==> config.mk <==
export PLATFORM = sky130hd
export DESIGN_NAME = chain_neighbor_keepalive_core
export DESIGN_NICKNAME = d
export VERILOG_FILES = /design/src/sv/cnk_pkg.sv /design/src/sv/cnk_front.sv /design/src/sv/cnk_queue.sv /design/src/sv/cnk_back.sv /design/src/sv/chain_neighbor_keepalive_core.sv
export SDC_FILE = /design/constraint.sdc
export NUM_CORES = 1
export LEC_CHECK = 0
export BUFFER_PORTS_ARGS = -buffer_cell sky130_fd_sc_hd__buf_2
export CAP_MARGIN = 10
export CORE_ASPECT_RATIO = 0.9
export CORE_MARGIN = 2
export CORE_UTILIZATION = 55
export CTS_CLUSTER_DIAMETER = 60
export DETAILED_ROUTE_END_ITERATION = 7
export PLACE_DENSITY = 0.72
export RECOVER_POWER = 50
export SYNTH_ARGS = -nofsm -noshare
export SYNTH_HDL_FRONTEND = slang
export SYNTH_SLANG_ARGS = --single-unit
==> constraint.sdc <==
create_clock -name clk -period 4.8 [get_ports clk]
set_clock_uncertainty 0.2 [all_clocks]
set_input_delay 0.72 -clock clk [delete_from_list [all_inputs] [get_ports clk]]
set_output_delay 0.72 -clock clk [all_outputs]
set_load 0.03 [all_outputs]
==> src/sv/cnk_pkg.sv <==
package cnk_pkg;

  localparam int QUEUE_DEPTH = 4;

  localparam int NUM_SLOTS = 8;

  // configuration register indexes
  typedef enum logic [1:0] {
    REG_SELF_ID     = 2'd0,
    REG_ROOT_ID     = 2'd1,
    REG_PING_PERIOD = 2'd2
  } cnk_reg_t;

  localparam logic [15:0] PING_PERIOD_RESET = 16'd1000;
  localparam logic [7:0]  ROOT_ID_RESET     = 8'd0;
  localparam logic signed [8:0] ID_UNKNOWN  = -9'sd1;

  // action codes
  localparam logic [2:0] ACT_TO_MASTER    = 3'd0;
  localparam logic [2:0] ACT_TO_SLAVE     = 3'd1;
  localparam logic [2:0] ACT_FLUSH_SLAVE  = 3'd2;
  localparam logic [2:0] ACT_FLUSH_MASTER = 3'd3;
  localparam logic [2:0] ACT_REPORT       = 3'd4;

  // handshake kinds
  localparam logic [1:0] HS_MTS     = 2'd0;
  localparam logic [1:0] HS_MTS_ACK = 2'd1;
  localparam logic [1:0] HS_STM     = 2'd2;
  localparam logic [1:0] HS_STM_ACK = 2'd3;

  localparam logic OP_MESSAGE = 1'b0;
  localparam logic OP_TICK    = 1'b1;

  // result slots, emitted lowest first
  localparam int SLOT_FLUSH_SLAVE  = 0;
  localparam int SLOT_REPORT_A     = 1;  // after slave check, old master id
  localparam int SLOT_FLUSH_MASTER = 2;
  localparam int SLOT_REPORT_B     = 3;  // with current master id
  localparam int SLOT_PING_SLAVE   = 4;
  localparam int SLOT_PING_MASTER  = 5;
  localparam int SLOT_ACK_MASTER   = 6;
  localparam int SLOT_ACK_SLAVE    = 7;

  typedef struct packed {
    logic [NUM_SLOTS-1:0] mask;
    logic [7:0]           root;
    logic signed [8:0]    rep_a_master;
    logic signed [8:0]    rep_b_master;
    logic signed [8:0]    rep_slave;
  } cnk_job_t;

endpackage

==> src/sv/cnk_front.sv <==
module cnk_front (
  input  logic              clk,
  input  logic              rst,
  input  logic              s_tvalid,
  output logic              s_tready,
  input  logic [15:0]       s_tdata,
  input  logic [0:0]        s_tuser,
  input  logic              cfg_valid,
  output logic              cfg_ready,
  input  logic [1:0]        cfg_index,
  input  logic [15:0]       cfg_data,
  input  logic              q_full,
  output logic              q_push,
  output cnk_pkg::cnk_job_t q_job
);

  logic [7:0]        root_id;
  logic [15:0]       ping_period;
  logic signed [8:0] master_node, master_node_next;
  logic signed [8:0] slave_node, slave_node_next;
  logic              down_ack_seen, down_ack_seen_next;
  logic signed [8:0] down_ack_sender, down_ack_sender_next;
  logic              up_ack_seen, up_ack_seen_next;
  logic signed [8:0] up_ack_sender, up_ack_sender_next;
  logic [15:0]       round_timer, round_timer_next;
  logic              round_started, round_started_next;

  logic              accept;
  logic              op;
  logic [1:0]        hs;
  logic signed [8:0] sender;
  logic [15:0]       period;
  logic [15:0]       timer_inc;

  assign s_tready  = !q_full;
  assign cfg_ready = 1'b1;
  assign accept    = s_tvalid && s_tready;
  assign op        = s_tuser[0];
  assign hs        = s_tdata[1:0];
  assign sender    = $signed({1'b0, s_tdata[9:2]});
  assign period    = (ping_period == 16'd0) ? 16'd1 : ping_period;
  assign timer_inc = round_timer + 16'd1;

  always_comb begin
    master_node_next     = master_node;
    slave_node_next      = slave_node;
    down_ack_seen_next   = down_ack_seen;
    down_ack_sender_next = down_ack_sender;
    up_ack_seen_next     = up_ack_seen;
    up_ack_sender_next   = up_ack_sender;
    round_timer_next     = round_timer;
    round_started_next   = round_started;
    q_job.mask           = '0;
    q_job.root           = root_id;
    q_job.rep_a_master   = master_node;
    q_job.rep_b_master   = master_node;
    q_job.rep_slave      = slave_node;
    if (op == cnk_pkg::OP_TICK) begin
      if (!round_started) begin
        round_started_next = 1'b1;
        round_timer_next   = '0;
        down_ack_seen_next = 1'b0;
        up_ack_seen_next   = 1'b0;
        q_job.mask[cnk_pkg::SLOT_PING_SLAVE]  = 1'b1;
        q_job.mask[cnk_pkg::SLOT_PING_MASTER] = 1'b1;
      end else if (timer_inc >= period) begin
        round_timer_next = '0;
        // slave side: a loss is reported even when already unknown
        if (down_ack_seen) begin
          if (down_ack_sender != slave_node) begin
            slave_node_next = down_ack_sender;
            q_job.mask[cnk_pkg::SLOT_FLUSH_SLAVE] = 1'b1;
            q_job.mask[cnk_pkg::SLOT_REPORT_A]    = 1'b1;
          end
        end else begin
          slave_node_next = cnk_pkg::ID_UNKNOWN;
          q_job.mask[cnk_pkg::SLOT_REPORT_A] = 1'b1;
        end
        // master side: a loss goes unreported
        if (up_ack_seen) begin
          if (up_ack_sender != master_node) begin
            master_node_next = up_ack_sender;
            q_job.mask[cnk_pkg::SLOT_FLUSH_MASTER] = 1'b1;
            q_job.mask[cnk_pkg::SLOT_REPORT_B]     = 1'b1;
          end
        end else begin
          master_node_next = cnk_pkg::ID_UNKNOWN;
        end
        down_ack_seen_next = 1'b0;
        up_ack_seen_next   = 1'b0;
        q_job.mask[cnk_pkg::SLOT_PING_SLAVE]  = 1'b1;
        q_job.mask[cnk_pkg::SLOT_PING_MASTER] = 1'b1;
        q_job.rep_b_master = master_node_next;
        q_job.rep_slave    = slave_node_next;
      end else begin
        round_timer_next = timer_inc;
      end
    end else begin
      case (hs)
        cnk_pkg::HS_MTS: begin
          if (sender != master_node) begin
            master_node_next = sender;
            q_job.mask[cnk_pkg::SLOT_REPORT_B] = 1'b1;
          end
          q_job.mask[cnk_pkg::SLOT_ACK_MASTER] = 1'b1;
          q_job.rep_b_master = sender;
        end
        cnk_pkg::HS_MTS_ACK: begin
          down_ack_sender_next = sender;
          down_ack_seen_next   = 1'b1;
        end
        cnk_pkg::HS_STM: begin
          if (sender != slave_node) begin
            slave_node_next = sender;
            q_job.mask[cnk_pkg::SLOT_REPORT_B] = 1'b1;
          end
          q_job.mask[cnk_pkg::SLOT_ACK_SLAVE] = 1'b1;
          q_job.rep_slave = sender;
        end
        default: begin
          up_ack_sender_next = sender;
          up_ack_seen_next   = 1'b1;
        end
      endcase
    end
  end

  assign q_push = accept && (q_job.mask != '0);

  always_ff @(posedge clk) begin
    if (rst) begin
      root_id         <= cnk_pkg::ROOT_ID_RESET;
      ping_period     <= cnk_pkg::PING_PERIOD_RESET;
      master_node     <= cnk_pkg::ID_UNKNOWN;
      slave_node      <= cnk_pkg::ID_UNKNOWN;
      down_ack_seen   <= 1'b0;
      down_ack_sender <= cnk_pkg::ID_UNKNOWN;
      up_ack_seen     <= 1'b0;
      up_ack_sender   <= cnk_pkg::ID_UNKNOWN;
      round_timer     <= '0;
      round_started   <= 1'b0;
    end else begin
      // self id shows in no result, so it is not held
      if (cfg_valid && cfg_ready) begin
        case (cfg_index)
          cnk_pkg::REG_ROOT_ID:     root_id     <= cfg_data[7:0];
          cnk_pkg::REG_PING_PERIOD: ping_period <= cfg_data;
          default: ;
        endcase
      end
      if (accept) begin
        master_node     <= master_node_next;
        slave_node      <= slave_node_next;
        down_ack_seen   <= down_ack_seen_next;
        down_ack_sender <= down_ack_sender_next;
        up_ack_seen     <= up_ack_seen_next;
        up_ack_sender   <= up_ack_sender_next;
        round_timer     <= round_timer_next;
        round_started   <= round_started_next;
      end
    end
  end

endmodule

==> src/sv/cnk_queue.sv <==
module cnk_queue #(
  parameter int DEPTH = cnk_pkg::QUEUE_DEPTH
) (
  input  logic              clk,
  input  logic              rst,
  input  logic              push,
  input  cnk_pkg::cnk_job_t push_job,
  output logic              full,
  input  logic              pop,
  output cnk_pkg::cnk_job_t head,
  output logic              empty
);

  localparam int PW = (DEPTH > 1) ? $clog2(DEPTH) : 1;
  localparam int CW = $clog2(DEPTH + 1);
  localparam logic [PW-1:0] LAST_PTR = PW'(DEPTH - 1);
  localparam logic [CW-1:0] DEPTH_C  = CW'(DEPTH);

  cnk_pkg::cnk_job_t entries [DEPTH];
  logic [PW-1:0] wr_ptr, rd_ptr;
  logic [CW-1:0] count;

  assign full  = (count == DEPTH_C);
  assign empty = (count == '0);
  assign head  = entries[rd_ptr];

  always_ff @(posedge clk) begin
    if (push) begin
      entries[wr_ptr] <= push_job;
    end
  end

  always_ff @(posedge clk) begin
    if (rst) begin
      wr_ptr <= '0;
      rd_ptr <= '0;
      count  <= '0;
    end else begin
      if (push) begin
        wr_ptr <= (wr_ptr == LAST_PTR) ? '0 : wr_ptr + PW'(1);
      end
      if (pop) begin
        rd_ptr <= (rd_ptr == LAST_PTR) ? '0 : rd_ptr + PW'(1);
      end
      case ({push, pop})
        2'b10:   count <= count + CW'(1);
        2'b01:   count <= count - CW'(1);
        default: ;
      endcase
    end
  end

  a_no_overflow: assert property (@(posedge clk) disable iff (rst) push |-> !full)
    else $error("queue push while full");
  a_no_underflow: assert property (@(posedge clk) disable iff (rst) pop |-> !empty)
    else $error("queue pop while empty");
  a_count_tracks: assert property (@(posedge clk) disable iff (rst)
    (push && !pop) |=> (count == $past(count) + CW'(1)))
    else $error("queue count lost a push");

endmodule

==> src/sv/cnk_back.sv <==
module cnk_back (
  input  logic              clk,
  input  logic              rst,
  input  logic              q_empty,
  input  cnk_pkg::cnk_job_t q_head,
  output logic              q_pop,
  output logic              m_tvalid,
  input  logic              m_tready,
  output logic [31:0]       m_tdata,
  output logic              m_tlast
);

  localparam int SW = $clog2(cnk_pkg::NUM_SLOTS);

  cnk_pkg::cnk_job_t           cur;
  logic [cnk_pkg::NUM_SLOTS-1:0] remaining;
  logic [SW-1:0]               slot;
  logic                        busy;
  logic                        emit;
  logic [2:0]                  action;
  logic [1:0]                  hs_out;
  logic signed [8:0]           dest;
  logic signed [8:0]           rep_m;
  logic signed [8:0]           rep_s;

  assign busy = (cur.mask != '0);
  assign emit = busy && (!m_tvalid || m_tready);

  always_comb begin
    slot = '0;
    for (int i = cnk_pkg::NUM_SLOTS - 1; i >= 0; i--) begin
      if (cur.mask[i]) slot = SW'(i);
    end
    remaining       = cur.mask;
    remaining[slot] = 1'b0;
  end

  assign q_pop = !q_empty && (!busy || (emit && remaining == '0));

  always_comb begin
    action = cnk_pkg::ACT_TO_MASTER;
    hs_out = cnk_pkg::HS_MTS;
    dest   = cnk_pkg::ID_UNKNOWN;
    rep_m  = '0;
    rep_s  = '0;
    case (int'(slot))
      cnk_pkg::SLOT_FLUSH_SLAVE:  action = cnk_pkg::ACT_FLUSH_SLAVE;
      cnk_pkg::SLOT_FLUSH_MASTER: action = cnk_pkg::ACT_FLUSH_MASTER;
      cnk_pkg::SLOT_REPORT_A, cnk_pkg::SLOT_REPORT_B: begin
        action = cnk_pkg::ACT_REPORT;
        dest   = $signed({1'b0, cur.root});
        rep_m  = (int'(slot) == cnk_pkg::SLOT_REPORT_A) ? cur.rep_a_master : cur.rep_b_master;
        rep_s  = cur.rep_slave;
      end
      cnk_pkg::SLOT_PING_SLAVE: begin
        action = cnk_pkg::ACT_TO_SLAVE;
        hs_out = cnk_pkg::HS_MTS;
      end
      cnk_pkg::SLOT_PING_MASTER: begin
        action = cnk_pkg::ACT_TO_MASTER;
        hs_out = cnk_pkg::HS_STM;
      end
      cnk_pkg::SLOT_ACK_MASTER: begin
        action = cnk_pkg::ACT_TO_MASTER;
        hs_out = cnk_pkg::HS_MTS_ACK;
      end
      default: begin
        action = cnk_pkg::ACT_TO_SLAVE;
        hs_out = cnk_pkg::HS_STM_ACK;
      end
    endcase
  end

  always_ff @(posedge clk) begin
    if (rst) begin
      cur.mask <= '0;
      m_tvalid <= 1'b0;
    end else begin
      if (q_pop) begin
        cur <= q_head;
      end else if (emit) begin
        cur.mask <= remaining;
      end
      if (emit) begin
        m_tvalid <= 1'b1;
      end else if (m_tready) begin
        m_tvalid <= 1'b0;
      end
    end
  end

  always_ff @(posedge clk) begin
    if (emit) begin
      m_tdata <= {rep_s, rep_m, dest, hs_out, action};
      m_tlast <= (remaining == '0);
    end
  end

endmodule

==> src/sv/chain_neighbor_keepalive_core.sv <==
// channel  dir  handshake          payload
// s_*      in   s_tvalid/s_tready  tdata: hs_type_in, sender; tuser: op
// m_*      out  m_tvalid/m_tready  tdata: action, hs_type_out, dest_id,
//                                  report_master, report_slave; tlast: last
// cfg_*    in   cfg_valid/cfg_ready cfg_index, cfg_data
//
// An item is taken every cycle while the job queue (QUEUE_DEPTH entries) has room;
// neighbour state is updated in the same cycle.
// The back end emits one result per cycle while m_tready allows, so an item with n results
// occupies it until all are out (up to six for a tick round); the output register sets that pace.
// Reset is synchronous; no clearing pass. cfg_ready is always high.
// A stall on the m side fills the queue and then holds s_tready low.
module chain_neighbor_keepalive_core #(
  parameter int QUEUE_DEPTH = cnk_pkg::QUEUE_DEPTH
) (
  input  logic        clk,
  input  logic        rst,
  input  logic        s_tvalid,
  output logic        s_tready,
  input  logic [15:0] s_tdata,   // hs_type_in[1:0], sender[9:2], zero fill
  input  logic [0:0]  s_tuser,   // op[0]
  output logic        m_tvalid,
  input  logic        m_tready,
  output logic [31:0] m_tdata,   // action[2:0], hs_type_out[4:3], dest_id[13:5],
                                 // report_master[22:14], report_slave[31:23]
  output logic        m_tlast,
  input  logic        cfg_valid,
  output logic        cfg_ready,
  input  logic [1:0]  cfg_index,
  input  logic [15:0] cfg_data
);

  cnk_pkg::cnk_job_t push_job;
  cnk_pkg::cnk_job_t head_job;
  logic              push;
  logic              pop;
  logic              full;
  logic              empty;

  cnk_front u_front (
    .clk       (clk),
    .rst       (rst),
    .s_tvalid  (s_tvalid),
    .s_tready  (s_tready),
    .s_tdata   (s_tdata),
    .s_tuser   (s_tuser),
    .cfg_valid (cfg_valid),
    .cfg_ready (cfg_ready),
    .cfg_index (cfg_index),
    .cfg_data  (cfg_data),
    .q_full    (full),
    .q_push    (push),
    .q_job     (push_job)
  );

  cnk_queue #(
    .DEPTH (QUEUE_DEPTH)
  ) u_queue (
    .clk      (clk),
    .rst      (rst),
    .push     (push),
    .push_job (push_job),
    .full     (full),
    .pop      (pop),
    .head     (head_job),
    .empty    (empty)
  );

  cnk_back u_back (
    .clk      (clk),
    .rst      (rst),
    .q_empty  (empty),
    .q_head   (head_job),
    .q_pop    (pop),
    .m_tvalid (m_tvalid),
    .m_tready (m_tready),
    .m_tdata  (m_tdata),
    .m_tlast  (m_tlast)
  );

endmodule

==> metrics.cfg, run 1 <==
[status]
status=finished with violations
violations=max-capacitance violations, max-slew violations

[timing]
slew_headroom_pct=-43.7
period_needed_ns=4.38
fin_setup_tns_ns=0
clock.fmax_mhz=229
setup_viol=0
finalMaxSlewViolations=37
rsz0062_at_grt=false
period_share_pct=91.2
hold_violations=0
finalWorstSetupSlack_ns=0.424
holdWs_ns=0.241
worst_pin_slew_ns=2.16

[cts]
ctsResizeCount=0
cts_root_buf=clkbuf_16
post_cts.repair.setup_buffers=0
cts_tree=built
clockBufferDepth=3
clock_sinks=333
numCtsBuffers=35
htreeDepth=2
postCtsHoldBufs=0
clkLatencyLatePin_ns=0.51
clk_pin_slew_worst_paths_ns=0.06

[detailed_routing]
vias=9014
viasPerCell=5.75
wirelength_mm=29.2
wl_per_cell_um=18.6
drt_iter0_drc=790
drc=0
ant_nets=0
firstDrtPassIters=6

[worst_setup_path]
slowest_delay_ns=0.57
required_ns=5.03
arrival_ns=4.61
path_max_fanout=8
crit_type=reg2reg
crit_path_start_kind=flip-flop
path_cells=and4_1, nor2b_1, nand4_1, xnor2_1, ha_1, nand4_1, a2111oi_1, a211oi_2, a31oi_1, inv_1, ha_1, inv_1, fa_1, xor2_1, or3_1, a21oi_1
worstSetupEndpointType=flip-flop
worst_path_max_delay_cell=a2111oi_1

[synth]
syn_nets=1199
synth_seq_area_share_pct=62.4
yosys_register_bits=333
synth_edf_count=236
async_reset_ff_share_pct=0
synth.distinct_cells=68
synth_area_per_cell_um2=12.7
syn_inst=1135
yosys_warnings=0
syn-cell-area_um2=14500
ys.flop_type=edfxtp_1

[place]
gp_congestion=0.826
io_buffers=68
place_hpwl_mm=18.0
pre_cts_slack_ns=0.367

[grt]
antenna_found_initial=0
grt_pass1_vias=8910
grtUsageTotal_pct=21.7
grt_max_degree=72
grt_pass1_wl_mm=46.9
grt_overflow_total=0

[cells_and_area]
nFillCells=2032
drive_gt1_share_pct=13.1
seq_area_um2=9030
diodes=0
area_growth_syn_to_layout_pct=12.3
fin_nets=1258
finalCoreUtilization_pct=62.7
multi_input_area_um2=5020

[pwr]
ir_drop_mv=0.325
power_density_nw_per_um2=534
p_leak_nw=5.67

[floorplanning]
dieArea_um2=27600
initial_core_util_pct=55.8
core-area_um2=25900
die_x_um=175
fp.dieH_um=158
ios=76
rows=56

[min_path]
min_path_type=in2reg

[flow_run]
max-cap-violations=1

## routing by layer
layer / GRT usage [%] / part of all wire [%]
met1: 29.6 / 44
met2: 36.0 / 48
met3: 3.27 / 4.9
met4: 7.30 / 2.5
met5: 0 / 0
## cells in the final DEF (no fill, tap or decap), types with 9 or more instances in the layout
cell	synthesis	layout
nor2b_1	11	11
or3_1	9	9
mux2i_1	28	28
xnor2_1	29	29
dfxtp_1	97	95
nand3_1	21	21
and2_0	0	9
and2_1	27	14
a21oi_1	62	62
ha_1	23	23
edfxtp_1	236	236
a22o_1	9	9
nand2b_1	24	24
a211o_1	17	17
nand2_1	86	86
buf_4	2	12
clkbuf_1	50	48
and3_1	20	21
o211ai_1	9	9
nor4_1	10	10
nor2_1	116	115
nor3_1	34	34
nand4_1	16	16
clkbuf_16	0	37
buf_2	7	31
xor2_1	21	21
o31ai_1	19	19
mux4_2	42	42
inv_1	35	36
## flip-flops by register name, summed over array words and instances (netlist names), named ones only
name                     count
u_front.down_ack_sender      9
u_front.round_started        1
u_front.up_ack_sender        9
u_queue.rd_ptr               2
u_front.up_ack_seen          1
u_front.slave_node           9
u_front.round_timer         16
u_queue.count                3
u_back.m_tdata              32
u_front.down_ack_seen        1
u_back.m_tvalid              1
u_queue.entries            168
u_back.cur                  43
u_front.ping_period         16
u_front.master_node          9
u_front.root_id              8
u_queue.wr_ptr               2
u_back.m_tlast               1
## logic make-up (layout without fill, tap and decap cells)
| kind of cell | Yosys count | count (layout) | share of synthesized area (%) |
|---|---|---|---|
| fa+ha+maj | 25 | 25 | 2.20 |
| compound gates | 158 | 158 | 7.48 |
| mux | 71 | 71 | 8.56 |
| xor+xnor | 50 | 50 | 3.03 |
| buf+inv | 102 | 187 | 2.95 |
| simple gates | 395 | 395 | 13.3 |
| other cells | 1 | 1 | 0.0259 |
| flops | 333 | 333 | 62.4 |
## power by group
part           internal, mW  leakage (nW)  switching [mW]
Combinational         0.729          2.25            1.37
Sequential             3.71          2.86           0.213
Clock                  1.58         0.553            1.07
## worst max-delay path, delay by kind of cell (launching register included)
| family | cells | cell delay, ns |
|---|---|---|
| AO/OA/AOI/OAI | 4 | 1.16 |
| AND/OR/NAND/NOR | 5 | 1.34 |
| flip-flops | 1 | 0.48 |
| XOR/XNOR | 2 | 0.26 |
| buffers and inverters | 2 | 0.16 |
| adder cells (fa/ha/maj) | 3 | 0.71 |
## metrics by stage
step	total power, mW	std cells	area [um2]
after floorplan	5.53	1135	14500
after global placement	6.09	1505	15200
after detailed placement	6.16	1505	15200
after CTS	8.80	1568	16300
after global routing	9.10	1568	16200
final	8.67	1568	16200
## final cells by class
cell class,count,share of cell area [%]
Multi-Input combinational cell,700,30.9
Clock buffer,50,6.25
Tap cell,348,2.68
Timing Repair Buffer,88,2.97
Inverter,36,0.832
Clock inverter,13,0.747
Sequential cell,333,55.6
## Yosys cell counts, types with 24 or more instances
cell      count  area [um2]
inv_1        35         131
xnor2_1      29         254
and2_1       27         169
mux4_2       42         946
a21oi_1      62         310
dfxtp_1      97        1940
nor3_1       34         170
nand2b_1     24         150
nand2_1      86         323
nor2_1      116         435
edfxtp_1    236        7090
clkbuf_1     50         188
mux2i_1      28         280
## final timing paths
check,startpoint,depth (start not counted),to,slack (ns)
worst min register to register,u_front.ping_period[0]$_SDFFE_PP0P_,2,u_front.ping_period[0]$_SDFFE_PP0P_,0.27
worst max register to register,u_front.round_timer[2]$_SDFFE_PP0P_,16,u_queue.count[2]$_SDFFE_PP0P_,0.42
worst min-delay path,cfg_data[5],3,u_front.ping_period[5]$_SDFFE_PP1P_,0.24
worst max-delay path,u_front.round_timer[2]$_SDFFE_PP0P_,16,u_queue.count[2]$_SDFFE_PP0P_,0.42
No activity file was read; power rests on OpenSTA's default activity.
==> run 2, diff against run 1 <==
- CORE_UTILIZATION: 55 -> 60
- CTS_BUF_LIST: default -> sky130_fd_sc_hd__clkbuf_8
- HOLD_SLACK_MARGIN: default -> 0.08
- PLACE_DENSITY: 0.72 -> 0.74
- clock period: 4.8 -> 5.2 ns (I/O delays scaled with it)
==> run 2 against run 1 <==
  * The flow still finishes with violations (max-capacitance violations, max-slew violations)
  * Cell area fell by 1.5%
  * Non-clock buffer count decreased by 1
  * Total power shrank 13%
  * Setup slack got worse by 0.15 ns
  * Register-to-register slack worse by 0.15 ns
  * Core utilization increased by 5.3 points
  * Largest power group unchanged
==> metrics.cfg, run 2 (synthesis results as in run 1) <==
[status]
status=finished with violations
violations=max-capacitance violations, max-slew violations

[pwr]
power_mw=7.57  ; -13%
power_density_nw_per_um2=473  ; -11%
p_leak_nw=5.68  ; +0.16%
ir_drop_mv=0.302  ; -7.3%

[timing]
finalMaxSlewViolations=131  ; +250%
period_share_pct=94.8  ; +3.7 points
fin_setup_tns_ns=0  ; unchanged
setup_viol=0  ; unchanged
rsz0062_at_grt=false
holdWs_ns=0.251  ; +0.0102 ns
hold_violations=0  ; unchanged
worst_pin_slew_ns=2.28  ; +0.128 ns
period_needed_ns=4.93  ; +0.555 ns
slew_headroom_pct=-52.3  ; -8.6 points
clock.fmax_mhz=203  ; -11%

[floorplanning]
die_x_um=168  ; -4.2%
dieArea_um2=25400  ; -8.1%
initial_core_util_pct=61.4  ; +5.6 points
core-area_um2=23500  ; -9.2%
fp.dieH_um=151  ; -4.1%
rows=53  ; -5.4%
ios=76  ; unchanged

[worst_setup_path]
ff2ff_path_depth=11  ; -5
worstSetupEndpointType=flip-flop
r2r_end=u_queue.entries[3][10]$_DFFE_PP_
crit_path_start_kind=flip-flop
reg2reg_from=u_front.round_timer[2]$_SDFFE_PP0P_
required_ns=5.26  ; +0.23 ns
setup.worst_path.start=u_front.round_timer[2]$_SDFFE_PP0P_
crit_end=u_queue.entries[3][10]$_DFFE_PP_
path_max_fanout=16  ; +8
crit_type=reg2reg
arrival_ns=4.99  ; +0.38 ns
reg2reg_slack_ns=0.27  ; -0.15 ns

[detailed_routing]
viasPerCell=5.97  ; +3.8%
vias=9282  ; +3.0%
firstDrtPassIters=5  ; -1
wirelength_mm=31.0  ; +5.9%
ant_nets=0  ; unchanged
drt_iter0_drc=869  ; +10%
wl_per_cell_um=19.9  ; +6.8%
drc=0  ; unchanged

[cts]
clock_sinks=333  ; unchanged
htreeDepth=2  ; unchanged
clkLatencyLatePin_ns=0.58  ; +0.07 ns
numCtsBuffers=52  ; +49%
ctsResizeCount=0  ; unchanged
postCtsHoldBufs=0  ; unchanged
clk_pin_slew_worst_paths_ns=0.06  ; about the same
cts_tree=built
cts_root_buf=clkbuf_8
clockBufferDepth=3  ; unchanged
post_cts.repair.setup_buffers=0  ; unchanged

[cells_and_area]
largest_reg_flops=168  ; unchanged
fin_cells=1555  ; -0.83%
nFillCells=1680  ; -17%
multi_input_area_um2=5010  ; -0.25%
drive_gt1_share_pct=13.7  ; +0.62 points
fin_nets=1274  ; +1.3%
top_register=u_queue.entries
top_regs=u_queue.entries: 168 flops, u_back.cur: 43 flops, u_back.m_tdata: 32 flops
final_cell_mix=236 x edfxtp_1, 115 x nor2_1, 95 x dfxtp_1
seq_area_um2=9030  ; unchanged
area_growth_syn_to_layout_pct=10.6
final_cell_area_um2=16000  ; -1.5%
final_common_cell=edfxtp_1

[place]
gp_congestion=0.875  ; +5.9%
place_area_um2=15100  ; -0.40%
dp_cells=1457  ; -3.2%
io_buffers=68  ; unchanged
place_hpwl_mm=19.8  ; +9.6%

[grt]
grt_pass1_wl_mm=48.4  ; +3.0%
grt_overflow_total=0  ; unchanged
antenna_found_initial=1  ; +1
grt_pass1_vias=9001  ; +1.0%
grtUsageTotal_pct=24.9  ; +3.2 points
grt_max_degree=61  ; -15%

[flow_run]
max-cap-violations=3  ; +2

[min_path]
min_path_type=in2reg

-- run 2: report_power, final --
part / internal (mW) / switching, mW
clock network: 1.00 / 0.974
registers: 3.42 / 0.279
logic: 0.684 / 1.20
-- run 2: how the worst min path moves through the flow --
stage / from / end / slack, ns / cells after the start
final: cfg_data[3] / u_front.ping_period[3]$_SDFFE_PP1P_ / 0.25 / 3
after global routing: cfg_data[6] / u_front.ping_period[6]$_SDFFE_PP1P_ / 0.24 / 3
after CTS: cfg_data[3] / u_front.ping_period[3]$_SDFFE_PP1P_ / 0.22 / 3
after detailed placement: u_front.ping_period[0]$_SDFFE_PP0P_ / u_front.ping_period[0]$_SDFFE_PP0P_ / 0.25 / 2
after global placement: u_front.ping_period[0]$_SDFFE_PP0P_ / u_front.ping_period[0]$_SDFFE_PP0P_ / 0.24 / 2
after floorplan: u_front.ping_period[0]$_SDFFE_PP0P_ / u_front.ping_period[0]$_SDFFE_PP0P_ / 0.24 / 2
-- run 2: through the flow --
step / setup slack [ns] / util [%]
2_1_floorplan: 0.628 / -
3_3_place_gp: 0.528 / 64.2
3_5_place_dp: 0.500 / 64.2
4_1_cts: 0.418 / 68.2
5_1_grt: 0.0395 / 67.9
6_report: 0.269 / 67.9
-- run 2: final cells by class --
cell class | instances | area share (%)
Tap cell | 302 | 2.36
Inverter | 36 | 0.845
Timing Repair Buffer | 87 | 3.11
Antenna cell | 1 | 0.0156
Clock buffer | 53 | 4.56
Sequential cell | 333 | 56.5
Multi-Input combinational cell | 700 | 31.3
Clock inverter | 43 | 1.31
-- run 2: worst max-delay path, cell delays in order, from the launching register on --
cell and delay (ns):
dfxtp_1 0.47, and4_1 0.29, nor2b_1 0.39, nand3_1 0.20, xnor2_1 0.22, ha_1 0.35, nand4_1 0.12, a2111oi_0 0.70
a211o_1 0.63, buf_4 0.29, a21oi_1 0.08, nor3_1 0.67
-- run 2: layer usage --
| layer | up-vias | part of all wire (%) | global-route usage (%) |
|---|---|---|---|
| li1 | 4358 | - | - |
| met1 | 4480 | 44 | 35.9 |
| met2 | 394 | 46 | 39.6 |
| met3 | 50 | 8.2 | 4.34 |
| met4 | 0 | 1.6 | 6.74 |
| met5 | - | 0 | 0 |
